File: src/hw/rtl/dlle_pkg.sv
// Package for the doubly linked list engine.
// Holds opcodes, status codes and the fixed field widths shared by the interface and top-level files.
// No dependencies.
package dlle_pkg;

    localparam int OP_W     = 3;
    localparam int VALUE_W  = 32;
    localparam int POS_W    = 5;
    localparam int STATUS_W = 2;
    localparam int LEN_W    = 5;

    localparam logic [OP_W-1:0] OP_ADD_HEAD   = 3'd0;
    localparam logic [OP_W-1:0] OP_ADD_TAIL   = 3'd1;
    localparam logic [OP_W-1:0] OP_DELETE_AT  = 3'd2;
    localparam logic [OP_W-1:0] OP_DELETE_ALL = 3'd3;
    localparam logic [OP_W-1:0] OP_READ_AT    = 3'd4;

    localparam logic [STATUS_W-1:0] ST_OK    = 2'd0;
    localparam logic [STATUS_W-1:0] ST_RANGE = 2'd1;
    localparam logic [STATUS_W-1:0] ST_FULL  = 2'd2;

endpackage

File: src/hw/rtl/dlle_if.sv
// Valid/ready channel interfaces for the doubly linked list engine.
// Depends on dlle_pkg for field widths.
interface dlle_cmd_if;
    logic                                valid;
    logic                                ready;
    logic [dlle_pkg::OP_W-1:0]           opcode;
    logic signed [dlle_pkg::VALUE_W-1:0] value;
    logic [dlle_pkg::POS_W-1:0]          position;

    modport source (output valid, output opcode, output value, output position,
                    input ready);
    modport sink   (input valid, input opcode, input value, input position,
                    output ready);
endinterface

interface dlle_rsp_if;
    logic                                valid;
    logic                                ready;
    logic [dlle_pkg::STATUS_W-1:0]       status;
    logic signed [dlle_pkg::VALUE_W-1:0] data;
    logic [dlle_pkg::LEN_W-1:0]          length;

    modport source (output valid, output status, output data, output length,
                    input ready);
    modport sink   (input valid, input status, input data, input length,
                    output ready);
endinterface

File: src/hw/rtl/dlle_ram.sv
// Generic simple dual-port RAM: one write port, one read port, registered read.
// No dependencies.
module dlle_ram #(
    parameter int WIDTH = 8,
    parameter int DEPTH = 16
) (
    input  logic                     clk,
    input  logic                     we,
    input  logic [$clog2(DEPTH)-1:0] waddr,
    input  logic [WIDTH-1:0]         wdata,
    input  logic [$clog2(DEPTH)-1:0] raddr,
    output logic [WIDTH-1:0]         rdata
);

    logic [WIDTH-1:0] mem [DEPTH];

    always_ff @(posedge clk)
    begin
        if (we)
        begin
            mem[waddr] <= wdata;
        end
        rdata <= mem[raddr];
    end

endmodule

File: src/hw/rtl/doubly_linked_list_engine_top.sv
// Top level of the doubly linked list engine: sequencer around two RAMs.
// Depends on dlle_pkg, dlle_if.sv (channel interfaces) and dlle_ram.
//
//  Channel | Dir | Payload                     | Transfer
//  --------+-----+-----------------------------+---------------------------
//  cmd     | in  | opcode, value, position     | cmd.valid && cmd.ready
//  rsp     | out | status, data, length        | rsp.valid && rsp.ready
//
//  One command at a time. Add: decode, then a link fix-up of the old head or
//  tail if any. Read/delete at position P: the walk reads one link per cycle
//  from the link RAM, then a delete repairs the links of its neighbours.
//  A finished result sits in the output register; the next command is taken
//  while it waits. rst_n clears control state at once; RAM contents are only
//  reached through live links, so they need no clearing.
module doubly_linked_list_engine_top #(
    parameter int POOL_DEPTH = 16,
    parameter int DATA_WIDTH = 32
) (
    input  logic       clk,
    input  logic       rst_n,
    dlle_cmd_if.sink   cmd,
    dlle_rsp_if.source rsp
);

    // Entry index with one extra code for null.
    localparam int AW   = $clog2(POOL_DEPTH);
    localparam int IW   = $clog2(POOL_DEPTH + 1);
    localparam int LW   = 2 * IW;
    localparam int CMPW = (IW > dlle_pkg::POS_W) ? IW : dlle_pkg::POS_W;
    localparam logic [IW-1:0] NIL = IW'(POOL_DEPTH);

    localparam logic [2:0] S_IDLE   = 3'd0;
    localparam logic [2:0] S_DECODE = 3'd1;
    localparam logic [2:0] S_WALK   = 3'd2;
    localparam logic [2:0] S_FIXP   = 3'd3;
    localparam logic [2:0] S_FIXN   = 3'd4;
    localparam logic [2:0] S_RESP   = 3'd5;

    logic [2:0] state_reg, state_next;

    // latched command
    logic [dlle_pkg::OP_W-1:0]           op_reg;
    logic signed [dlle_pkg::VALUE_W-1:0] value_reg;
    logic [dlle_pkg::POS_W-1:0]          pos_reg;

    // list bookkeeping
    logic [IW-1:0]         head_reg, head_next;
    logic [IW-1:0]         tail_reg, tail_next;
    logic [IW-1:0]         count_reg, count_next;
    logic [POOL_DEPTH-1:0] free_reg, free_next;

    // walk and link repair
    logic [IW-1:0]              cur_reg, cur_next;
    logic [dlle_pkg::POS_W-1:0] steps_reg, steps_next;
    logic [IW-1:0]              p_reg, p_next;
    logic [IW-1:0]              n_reg, n_next;

    // result being built
    logic [dlle_pkg::STATUS_W-1:0]       status_reg, status_next;
    logic signed [dlle_pkg::VALUE_W-1:0] res_data_reg, res_data_next;

    // output register
    logic                                out_valid_reg, out_valid_next;
    logic [dlle_pkg::STATUS_W-1:0]       out_status_reg, out_status_next;
    logic signed [dlle_pkg::VALUE_W-1:0] out_data_reg, out_data_next;
    logic [dlle_pkg::LEN_W-1:0]          out_length_reg, out_length_next;

    // RAM ports
    logic                  link_we;
    logic [AW-1:0]         link_waddr;
    logic [LW-1:0]         link_wdata;
    logic [LW-1:0]         link_rdata;
    logic                  data_we;
    logic [AW-1:0]         data_waddr;
    logic [DATA_WIDTH-1:0] data_wdata;
    logic [DATA_WIDTH-1:0] data_rdata;
    logic signed [DATA_WIDTH-1:0] data_rdata_s;
    logic [AW-1:0]         rd_addr;

    // link word: {next, prev}
    logic [IW-1:0] rd_next;
    logic [IW-1:0] rd_prev;

    // lowest free entry: isolate lowest set bit, then encode
    logic [POOL_DEPTH-1:0] free_low;
    logic [IW-1:0]         alloc_idx;
    logic                  pool_full;
    logic                  pos_ok;
    logic                  out_free;

    assign rd_next      = link_rdata[LW-1:IW];
    assign rd_prev      = link_rdata[IW-1:0];
    assign data_rdata_s = data_rdata;
    assign free_low     = free_reg & (~free_reg + POOL_DEPTH'(1));
    assign pool_full    = (free_reg == '0);
    assign pos_ok       = (pos_reg != '0) && (CMPW'(pos_reg) <= CMPW'(count_reg));
    assign out_free     = !out_valid_reg || rsp.ready;

    always_comb
    begin
        alloc_idx = '0;
        for (int i = 0; i < POOL_DEPTH; i++)
        begin
            alloc_idx = alloc_idx | (free_low[i] ? IW'(i) : '0);
        end
    end

    dlle_ram #(
        .WIDTH (LW),
        .DEPTH (POOL_DEPTH)
    ) u_link_ram (
        .clk   (clk),
        .we    (link_we),
        .waddr (link_waddr),
        .wdata (link_wdata),
        .raddr (rd_addr),
        .rdata (link_rdata)
    );

    dlle_ram #(
        .WIDTH (DATA_WIDTH),
        .DEPTH (POOL_DEPTH)
    ) u_data_ram (
        .clk   (clk),
        .we    (data_we),
        .waddr (data_waddr),
        .wdata (data_wdata),
        .raddr (rd_addr),
        .rdata (data_rdata)
    );

    always_comb
    begin
        state_next      = state_reg;
        head_next       = head_reg;
        tail_next       = tail_reg;
        count_next      = count_reg;
        free_next       = free_reg;
        cur_next        = cur_reg;
        steps_next      = steps_reg;
        p_next          = p_reg;
        n_next          = n_reg;
        status_next     = status_reg;
        res_data_next   = res_data_reg;
        out_valid_next  = out_valid_reg && !rsp.ready;
        out_status_next = out_status_reg;
        out_data_next   = out_data_reg;
        out_length_next = out_length_reg;

        link_we    = 1'b0;
        link_waddr = '0;
        link_wdata = '0;
        data_we    = 1'b0;
        data_waddr = alloc_idx[AW-1:0];
        data_wdata = DATA_WIDTH'(value_reg);
        rd_addr    = '0;

        unique case (state_reg)
            S_IDLE:
            begin
                if (cmd.valid)
                begin
                    state_next = S_DECODE;
                end
            end

            S_DECODE:
            begin
                status_next   = dlle_pkg::ST_OK;
                res_data_next = '0;
                state_next    = S_RESP;
                unique case (op_reg) inside
                    dlle_pkg::OP_ADD_HEAD, dlle_pkg::OP_ADD_TAIL:
                    begin
                        if (pool_full)
                        begin
                            status_next = dlle_pkg::ST_FULL;
                        end
                        else
                        begin
                            data_we    = 1'b1;
                            link_we    = 1'b1;
                            link_waddr = alloc_idx[AW-1:0];
                            free_next[alloc_idx[AW-1:0]] = 1'b0;
                            count_next = count_reg + IW'(1);
                            if (op_reg == dlle_pkg::OP_ADD_HEAD)
                            begin
                                link_wdata = {head_reg, NIL};
                                head_next  = alloc_idx;
                                p_next     = alloc_idx;
                                n_next     = head_reg;
                                if (head_reg == NIL)
                                begin
                                    tail_next = alloc_idx;
                                end
                                else
                                begin
                                    rd_addr    = head_reg[AW-1:0];
                                    state_next = S_FIXN;
                                end
                            end
                            else
                            begin
                                link_wdata = {NIL, tail_reg};
                                tail_next  = alloc_idx;
                                p_next     = tail_reg;
                                n_next     = alloc_idx;
                                if (tail_reg == NIL)
                                begin
                                    head_next = alloc_idx;
                                end
                                else
                                begin
                                    rd_addr    = tail_reg[AW-1:0];
                                    state_next = S_FIXP;
                                end
                            end
                        end
                    end
                    dlle_pkg::OP_DELETE_AT, dlle_pkg::OP_READ_AT:
                    begin
                        if (!pos_ok)
                        begin
                            status_next = dlle_pkg::ST_RANGE;
                        end
                        else
                        begin
                            cur_next   = head_reg;
                            steps_next = pos_reg - dlle_pkg::POS_W'(1);
                            rd_addr    = head_reg[AW-1:0];
                            state_next = S_WALK;
                        end
                    end
                    dlle_pkg::OP_DELETE_ALL:
                    begin
                        free_next  = '1;
                        head_next  = NIL;
                        tail_next  = NIL;
                        count_next = '0;
                    end
                    default:
                    begin
                        // unused opcodes: no change, status ok
                    end
                endcase
            end

            S_WALK:
            begin
                // RAM output holds the words of entry cur_reg
                if (steps_reg != '0)
                begin
                    cur_next   = rd_next;
                    steps_next = steps_reg - dlle_pkg::POS_W'(1);
                    rd_addr    = rd_next[AW-1:0];
                end
                else if (op_reg == dlle_pkg::OP_READ_AT)
                begin
                    res_data_next = dlle_pkg::VALUE_W'(data_rdata_s);
                    state_next    = S_RESP;
                end
                else
                begin
                    free_next[cur_reg[AW-1:0]] = 1'b1;
                    count_next = count_reg - IW'(1);
                    p_next     = rd_prev;
                    n_next     = rd_next;
                    if (rd_prev == NIL)
                    begin
                        head_next = rd_next;
                    end
                    if (rd_next == NIL)
                    begin
                        tail_next = rd_prev;
                    end
                    if (rd_prev != NIL)
                    begin
                        rd_addr    = rd_prev[AW-1:0];
                        state_next = S_FIXP;
                    end
                    else if (rd_next != NIL)
                    begin
                        rd_addr    = rd_next[AW-1:0];
                        state_next = S_FIXN;
                    end
                    else
                    begin
                        state_next = S_RESP;
                    end
                end
            end

            S_FIXP:
            begin
                // next of p becomes n, keep its prev
                link_we    = 1'b1;
                link_waddr = p_reg[AW-1:0];
                link_wdata = {n_reg, rd_prev};
                if (op_reg == dlle_pkg::OP_DELETE_AT && n_reg != NIL)
                begin
                    rd_addr    = n_reg[AW-1:0];
                    state_next = S_FIXN;
                end
                else
                begin
                    state_next = S_RESP;
                end
            end

            S_FIXN:
            begin
                // prev of n becomes p, keep its next
                link_we    = 1'b1;
                link_waddr = n_reg[AW-1:0];
                link_wdata = {rd_next, p_reg};
                state_next = S_RESP;
            end

            S_RESP:
            begin
                if (out_free)
                begin
                    out_valid_next  = 1'b1;
                    out_status_next = status_reg;
                    out_data_next   = res_data_reg;
                    out_length_next = dlle_pkg::LEN_W'(count_reg);
                    state_next      = S_IDLE;
                end
            end

            default:
            begin
                state_next = S_IDLE;
            end
        endcase
    end

    always_ff @(posedge clk or negedge rst_n)
    begin
        if (!rst_n)
        begin
            state_reg     <= S_IDLE;
            head_reg      <= NIL;
            tail_reg      <= NIL;
            count_reg     <= '0;
            free_reg      <= '1;
            out_valid_reg <= 1'b0;
        end
        else
        begin
            state_reg     <= state_next;
            head_reg      <= head_next;
            tail_reg      <= tail_next;
            count_reg     <= count_next;
            free_reg      <= free_next;
            out_valid_reg <= out_valid_next;
        end
    end

    always_ff @(posedge clk)
    begin
        if (cmd.valid && cmd.ready)
        begin
            op_reg    <= cmd.opcode;
            value_reg <= cmd.value;
            pos_reg   <= cmd.position;
        end
        cur_reg        <= cur_next;
        steps_reg      <= steps_next;
        p_reg          <= p_next;
        n_reg          <= n_next;
        status_reg     <= status_next;
        res_data_reg   <= res_data_next;
        out_status_reg <= out_status_next;
        out_data_reg   <= out_data_next;
        out_length_reg <= out_length_next;
    end

    assign cmd.ready  = (state_reg == S_IDLE);
    assign rsp.valid  = out_valid_reg;
    assign rsp.status = out_status_reg;
    assign rsp.data   = out_data_reg;
    assign rsp.length = out_length_reg;

endmodule
File: src/flat_wrapper.sv
// flat-port wrapper written by rule: the top's interface ports become plain ports
module doubly_linked_list_engine_top_flat 
#(
    parameter int POOL_DEPTH = 16,
    parameter int DATA_WIDTH = 32
)
  (clk, rst_n, cmd_valid, cmd_opcode, cmd_value, cmd_position, cmd_ready, rsp_valid, rsp_status, rsp_data, rsp_length, rsp_ready);
  dlle_cmd_if cmd_i ();
  dlle_rsp_if rsp_i ();
  input  logic clk;
  input  logic rst_n;
  input wire logic [$bits(cmd_i.valid)-1:0] cmd_valid;
  input wire logic [$bits(cmd_i.opcode)-1:0] cmd_opcode;
  input wire logic [$bits(cmd_i.value)-1:0] cmd_value;
  input wire logic [$bits(cmd_i.position)-1:0] cmd_position;
  output wire logic [$bits(cmd_i.ready)-1:0] cmd_ready;
  output wire logic [$bits(rsp_i.valid)-1:0] rsp_valid;
  output wire logic [$bits(rsp_i.status)-1:0] rsp_status;
  output wire logic [$bits(rsp_i.data)-1:0] rsp_data;
  output wire logic [$bits(rsp_i.length)-1:0] rsp_length;
  input wire logic [$bits(rsp_i.ready)-1:0] rsp_ready;
  assign cmd_i.valid = cmd_valid;
  assign cmd_i.opcode = cmd_opcode;
  assign cmd_i.value = cmd_value;
  assign cmd_i.position = cmd_position;
  assign cmd_ready = cmd_i.ready;
  assign rsp_valid = rsp_i.valid;
  assign rsp_status = rsp_i.status;
  assign rsp_data = rsp_i.data;
  assign rsp_length = rsp_i.length;
  assign rsp_i.ready = rsp_ready;
  doubly_linked_list_engine_top #(.POOL_DEPTH(POOL_DEPTH), .DATA_WIDTH(DATA_WIDTH)) u_core (.clk(clk), .rst_n(rst_n), .cmd(cmd_i), .rsp(rsp_i));
endmodule
File: config.mk
export PLATFORM = sky130hd
export DESIGN_NAME = doubly_linked_list_engine_top_flat
export DESIGN_NICKNAME = d
export VERILOG_FILES = /design/src/hw/rtl/dlle_pkg.sv /design/src/hw/rtl/dlle_if.sv /design/src/hw/rtl/dlle_ram.sv /design/src/hw/rtl/doubly_linked_list_engine_top.sv /design/src/flat_wrapper.sv
export SDC_FILE = /design/constraint.sdc
export NUM_CORES = 1
export LEC_CHECK = 0
export ABC_CLOCK_PERIOD_IN_PS = 5800
export BUFFER_PORTS_ARGS = -buffer_cell sky130_fd_sc_hd__buf_2
export CORE_ASPECT_RATIO = 2
export CORE_UTILIZATION = 39
export DETAILED_ROUTE_END_ITERATION = 7
export SYNTH_ARGS = -nofsm -noshare
export SYNTH_HDL_FRONTEND = slang
export SYNTH_HIERARCHICAL = 1
export SYNTH_SLANG_ARGS = --single-unit
File: constraint.sdc
create_clock -name clk -period 5.8 [get_ports clk]
set_clock_uncertainty 0.15 [all_clocks]
set_input_delay 0.29 -clock clk [delete_from_list [all_inputs] [get_ports clk]]
set_output_delay 0.29 -clock clk [all_outputs]
set_load 0.1 [all_outputs]
======== Word level (Yosys, flattened, before mapping) ========
Memories as Yosys holds them, arrays and structs flattened. A register that Yosys moved wholly into a read port is not among the register bits.
Cells that the tools add are included.
word-level totals
  register bits ........................... 167
  RAM bits ................................ 672
  bits of input ports ..................... 44
  output and inout bits ................... 41
  logic and storage cells ................. 221
  memories ................................ 2
operators by class
  add/sub/neg operators ................... 5
  magnitude comparators ................... 5
  equality and inequality tests ........... 32
  muxes and demuxes ....................... 114
  bitwise operators ....................... 19
  reduce and logical (&&, ||, !) cells .... 26
memories
  memory                 depth  bits a word  read ports  clocked after memory_dff  write ports  line            RTL
  u_core.u_data_ram.mem  16     32           1           1                         1            dlle_ram.sv:15  logic [WIDTH-1:0] mem [DEPTH];
  u_core.u_link_ram.mem  16     10           1           1                         1            dlle_ram.sv:15
operators with widths
  cell                                                                 count
  5-bit two-way mux                                                    28
  4-bit two-way mux                                                    23
  5-bit case mux with 2 select lines                                   9
  5-bit OR                                                             14
  32-bit two-way mux                                                   2
  16-bit case mux with 2 select lines                                  2
  32-bit case mux with 2 select lines                                  1
  16-bit two-way mux                                                   3
  3-bit two-way mux                                                    13
  16-bit bitwise AND                                                   2
  16-bit inverter                                                      2
  10-bit two-way mux                                                   3
  10-bit case mux with 3 select lines                                  1
  4-bit case mux with 3 select lines                                   2
  5-bit equality test (second input constant)                          4
  3-bit case mux with 6 select lines                                   1
  16-bit by 1-bit adder with 16-bit output (second input constant)     1
  16-bit zero test                                                     1
  1-bit two-way mux                                                    16
  16-bit OR                                                            1
  4-bit case mux with 2 select lines                                   2
  5-bit != test (second input constant)                                3
  5-bit by 1-bit subtractor with 5-bit output (second input constant)  3
  2-bit by 1-bit != test with 1-bit output (second input constant)     7
  other kinds (29)                                                     57

======== Longest topological paths before layout ========
  word-level depth ........................ 27
  depth in mapped cells ................... 12

======== Hierarchy ========
Netlist, hierarchy kept.
by module, submodules not included
  module                         instances  cells an instance  area an instance (sq um)  sequential area each (sq um)
  dlle_ram at u_core.u_data_ram  1          838                19835.3                   16015.4
  doubly_linked_list_engine_top  1          588                7495.9                    4862.2
  dlle_ram at u_core.u_link_ram  1          279                6353.6                    5004.8

======== Least setup slack after synthesis ========
OpenSTA, ideal clock, no wires.
  path kind ............................... reg-to-reg
  start ................................... register u_core.state_reg[1]
  end ..................................... memory u_core/u_data_ram/mem[0][0] (netlist name) (enable)
  library setup time ...................... 0.461 ns
  data arrival time ....................... 4.208 ns
  data required time ...................... 5.189 ns
  path slack .............................. 0.981 ns
  stages on the path, launching flop included .. 8
  cell sequence ........................... dfrtp_1 -> clkbuf_1 -> or3b_1 -> nor2_2 -> nand2_1 -> inv_1 -> or3b_2 -> nor3_1
on the way
  cells in the longest elaborated chain, start to end .. 4
RTL lines
  what                                            line                                  RTL
  start: declaration                              doubly_linked_list_engine_top.sv:39   logic [2:0] state_reg, state_next;
  start signal: assignment                        doubly_linked_list_engine_top.sv:351  state_reg <= state_next;
  3-bit by 1-bit equality test with 1-bit output  doubly_linked_list_engine_top.sv:158  unique case (state_reg)
  1-bit two-way mux                               doubly_linked_list_engine_top.sv:158
  via u_core.data_we                              doubly_linked_list_engine_top.sv:73   logic data_we;
  1-bit two-way mux                               dlle_ram.sv:19                        if (we)
  1-bit two-way mux (not written as such)         dlle_ram.sv:21                        mem[waddr] <= wdata;
  end: declaration                                dlle_ram.sv:15
The timed path passes the listed nets, and every way through them passes these cells.

======== Worst setup path after layout ========
  start ................................... register u_core.count_reg[3]
  end ..................................... register u_core.u_data_ram.rdata[9], read port of u_core.u_data_ram.mem
on the way
  cells in the longest elaborated chain, start to end .. 5
RTL lines
  what                                line                                  RTL
  start: declaration                  doubly_linked_list_engine_top.sv:49   logic [IW-1:0] count_reg, count_next;
  start signal: assignment            doubly_linked_list_engine_top.sv:354  count_reg <= count_next;
  5-bit <= comparator                 doubly_linked_list_engine_top.sv:96   assign pos_ok = (pos_reg != '0) && (CMPW'(pos_reg) <= CMPW'(count_reg));
  1-bit logical AND                   doubly_linked_list_engine_top.sv:96
  4-bit two-way mux                   doubly_linked_list_engine_top.sv:222  if (!pos_ok)
  4-bit case mux with 2 select lines  doubly_linked_list_engine_top.sv:172  unique case (op_reg) inside
  4-bit case mux with 3 select lines  doubly_linked_list_engine_top.sv:158
  via u_core.rd_addr[0]               doubly_linked_list_engine_top.sv:78   logic [AW-1:0] rd_addr;
  end: declaration                    dlle_ram.sv:12                        output logic [WIDTH-1:0] rdata
The timed path passes the listed nets, and every way through them passes these cells.
A chain may end at the register's enable or synchronous reset.

==> reports/results.md <==
| Item | Reported |
|---|---|
| GRT overflow | 0 |
| Area growth from synthesis to layout | 15.2% |
| Pre-Repair DR Iteration Count | 7 |
| Effective utilization at floorplan | 39.4% |
| Sequential cell area | 25900 sq um |
| Total clock buffers created by CTS | 78 |
| Number of I/O port buffers | 84 |
| Final setup viols | 0 |
| Run status | completed |
| Setup crit end kind | flop |
| Worst-path clk slew | 70 ps |
| Via count of the routed design | 17000 |
| Total Routing Usage GR | 18.8% |
| Syn. warnings | 6 |
| Vias/cell | 5.59 |
| Clk sink count | 881 |
| Number of antenna repair diodes | 0 |
| Setup repair after global routing missed its margin | false |
| Final HPWL from detailed placement | 50600 um |
| Required time at the worst-slack endpoint | 6170 ps |
| Flops & latches, synth | 881 |
| Max Clk Rate | 220 MHz |
| Num rows | 152 |
| Maximum number of pins on one net before global-route repair | 80 |
| Total count of hold-check failures in the final report | 0 |
| Die outline height | 418 um |
| Top layer reached by signal wires | met4 |
| Commonest cells after routing, fill and taps aside | 804 x sky130_fd_sc_hd__edfxtp_1, 156 x sky130_fd_sc_hd__mux4_2, 96 x sky130_fd_sc_hd__a22oi_1 |
| Register area share after synthesis | 76.8% |
| Accumulated negative setup slack | 0 ps |
| Largest driver fanout on the critical path | 25 |
| Wire length on met1 | 28800 um |
| Instance area at placement | 35900 sq um |
| TritonCTS clock tree | yes |
| Slew at the pin with the worst max-slew slack | 1170 ps |
| Cell Pwr Density | 443 nW/um^2 |
| Number of antenna violations at the first check in global routing | 1 |
| Final WL | 80900 um |
| CTS H-Tree Depth | 3 |
| Slew HR | 22.0% |
| Number of maximum-capacitance constraint violations | 0 |
| Share of async-settable or async-resettable flops after synthesis | 3.97% |
| Least setup slack across all paths after layout | 1260 ps |
| Count of flip-flops with a built-in enable after synthesis | 804 |
| Full die area | 87600 sq um |
| Fillers | 7277 |
| Via count of the first global-routing pass | 18100 |
| Crit path launch type | flop |
| Wire length of the first global-routing pass | 119000 um |
| Net count reported at finish | 1954 |
| Latest clock arrival within the worst-skew pair | 650 ps |
| Time the final worst path needs with I/O delays and setup | 4540 ps |
| Register with the most flip-flops | u_core/u_data_ram/mem |
| Leading register cell type out of synthesis | sky130_fd_sc_hd__edfxtp_1 |
| 1st-iter DRT viols | 1263 |
| Core Area | 85600 sq um |
| Most common library cell in the layout ignoring fill and taps | sky130_fd_sc_hd__edfxtp_1 |
| Area of the mapped netlist | 33700 sq um |
| Pins over their slew limit | 0 |
| Routed wl met2 | 45200 um |
| Top-Level Pins | 85 |
| Remaining antenna violation count after routing | 0 |
| Synthesized area divided by synthesized cell count | 19.8 sq um |
| Static Leakage | 0.0125 uW |
| Largest vdd supply drop | 0.409 mV |
| Maximum count of clock buffers along a single path | 3 |
| Hold Crit Class | input pin to flop |
| Arrival time of data at the critical path endpoint | 4910 ps |
| Library cell used as clock root buffer | sky130_fd_sc_hd__clkbuf_16 |
| Combined area of the multi-input logic cells | 7510 sq um |
| Die width | 210 um |
| Final std cell area, no fill | 38800 sq um |
| Share of the clock period used by the worst path after layout | 78.3% |
| DRC violations left | 0 |
| Routed length per instance | 26.6 um |
| Post-Syn Nets | 1757 |
| Gpl congestion | 0.910 |
| Biggest registers after layout | u_core/u_data_ram/mem x512, u_core/u_link_ram/mem x160 |
| Post-synthesis instance total | 1705 |
| Wire length on met3 | 3300 um |
| Pre-CTS setup slack | 1210 ps |
| Flip-flop count of the largest register, all copies and words added | 512 |
| Fraction of final layout cells with drive strength greater than 1 | 25.3% |
| Count of unique library cells instantiated by Yosys | 76 |
| CTS-repair resized insts | 0 |
| Path type of the worst setup path | flop to flop |
[metal layers]
metal  up-vias  global-route usage, %
li1       7373                      -
met1      8959                   20.4
met2       485                   35.9
met3       181                   2.51
met4         0                   8.57
met5         -                      0
[worst max-delay path, cell delays in order (launching register included)]
cell and delay (ps):
sky130_fd_sc_hd__dfrtp_1 400, sky130_fd_sc_hd__inv_1 90, sky130_fd_sc_hd__ha_1 290, sky130_fd_sc_hd__a21o_1 160, sky130_fd_sc_hd__a21oi_1 190, sky130_fd_sc_hd__a21oi_1 150, sky130_fd_sc_hd__o41a_1 540, sky130_fd_sc_hd__o2111ai_4 960
sky130_fd_sc_hd__buf_12 290, sky130_fd_sc_hd__buf_12 250, sky130_fd_sc_hd__mux4_2 530, sky130_fd_sc_hd__a22oi_1 280, sky130_fd_sc_hd__nand2_1 80
[stage by stage]
step | total power [uW] | hold WS (ps) | utilization (%) | std cells
finish | 17200 | 124 | 45.3 | 3043
global route | 17800 | 126 | 45.3 | 3043
CTS | 17400 | 74.8 | 45.3 | 3043
detailed placement | 12300 | 255 | 41.9 | 2858
global placement | 12200 | 254 | 41.9 | 2858
floorplan | 11000 | -156 | - | 1705
[synth_stat cells, types with 6 or more instances]
| cell type | number | area [sq um] |
|---|---|---|
| sky130_fd_sc_hd__mux2_2 | 8 | 90.1 |
| sky130_fd_sc_hd__nand3b_1 | 11 | 82.6 |
| sky130_fd_sc_hd__nor2b_1 | 12 | 75.1 |
| sky130_fd_sc_hd__buf_1 | 15 | 56.3 |
| sky130_fd_sc_hd__mux2i_1 | 9 | 90.1 |
| sky130_fd_sc_hd__nand2_1 | 90 | 338 |
| sky130_fd_sc_hd__ha_1 | 8 | 100 |
| sky130_fd_sc_hd__nand2b_1 | 10 | 62.6 |
| sky130_fd_sc_hd__clkbuf_1 | 39 | 146 |
| sky130_fd_sc_hd__a21oi_1 | 26 | 130 |
| sky130_fd_sc_hd__dfstp_2 | 18 | 473 |
| sky130_fd_sc_hd__mux4_1 | 12 | 315 |
| sky130_fd_sc_hd__dfrtp_1 | 17 | 425 |
| sky130_fd_sc_hd__nor4_1 | 6 | 37.5 |
| sky130_fd_sc_hd__dfxtp_1 | 42 | 841 |
| sky130_fd_sc_hd__nor2_1 | 53 | 199 |
| sky130_fd_sc_hd__mux4_2 | 156 | 3510 |
| sky130_fd_sc_hd__buf_2 | 12 | 60.1 |
| sky130_fd_sc_hd__edfxtp_1 | 804 | 24100 |
| sky130_fd_sc_hd__a22oi_1 | 96 | 721 |
| sky130_fd_sc_hd__inv_1 | 24 | 90.1 |
| sky130_fd_sc_hd__o31ai_1 | 13 | 97.6 |
| sky130_fd_sc_hd__buf_4 | 11 | 82.6 |
| sky130_fd_sc_hd__nor3_1 | 18 | 90.1 |
| sky130_fd_sc_hd__and2_1 | 38 | 238 |
| sky130_fd_sc_hd__o21ai_0 | 39 | 195 |
| sky130_fd_sc_hd__a31oi_1 | 7 | 43.8 |
| sky130_fd_sc_hd__nand3_1 | 14 | 70.1 |
[layout make-up]
class	count	share of cell area, %
Tap cell	1078	3.48
Multi-Input combinational cell	717	19.4
Clock inverter	36	0.745
Sequential cell	881	66.7
Inverter	25	0.242
Timing Repair Buffer	199	3.81
Clock buffer	107	5.65
[power breakdown]
part / total, uW / internal, uW / leakage, uW / switching (uW)
Combinational: 3520 / 1180 / 0.00318 / 2340
Clock: 5070 / 2800 / 0.00122 / 2270
Sequential: 8590 / 8040 / 0.00809 / 555
Total: 17200 / 12000 / 0.0125 / 5160
[final timing paths]
kind	from	to	slack, ps	cells past startpoint
min in group asynchronous	rst_n	u_core/count_reg[1]$_DFFE_PN0P_	150	2
min reg2reg	u_core/res_data_reg[24]$_SDFFCE_PN0P_	u_core/rsp.data[24]$_DFFE_PP_	270	0
min	cmd_valid	u_core/state_reg[0]$_DFFE_PN0P_	120	5
max reg2reg	u_core/count_reg[3]$_DFFE_PN0P_	u_core/u_data_ram/rdata[9]$_DFF_P_	1260	12
max in group asynchronous	rst_n	u_core/head_reg[0]$_DFFE_PN0P_	4740	2
max	u_core/count_reg[3]$_DFFE_PN0P_	u_core/u_data_ram/rdata[9]$_DFF_P_	1260	12
[timing repair]
item / CTS / global route
hold buffers: 42 / 0
setup buffers: 0 / 0
hold endpoints to repair: 58 / 0
[cell families after synthesis]
logic type / after synthesis / synth area share (%)
AND/OR/NAND/NOR: 283 / 4.33
buffers and inverters: 107 / 1.49
adder cells (fa/ha/maj): 8 / 0.297
XOR/XNOR: 6 / 0.156
multiplexers: 186 / 11.9
AO/OA/AOI/OAI: 234 / 4.96
flip-flops: 881 / 76.8
(Power assumes the default switching activity.)
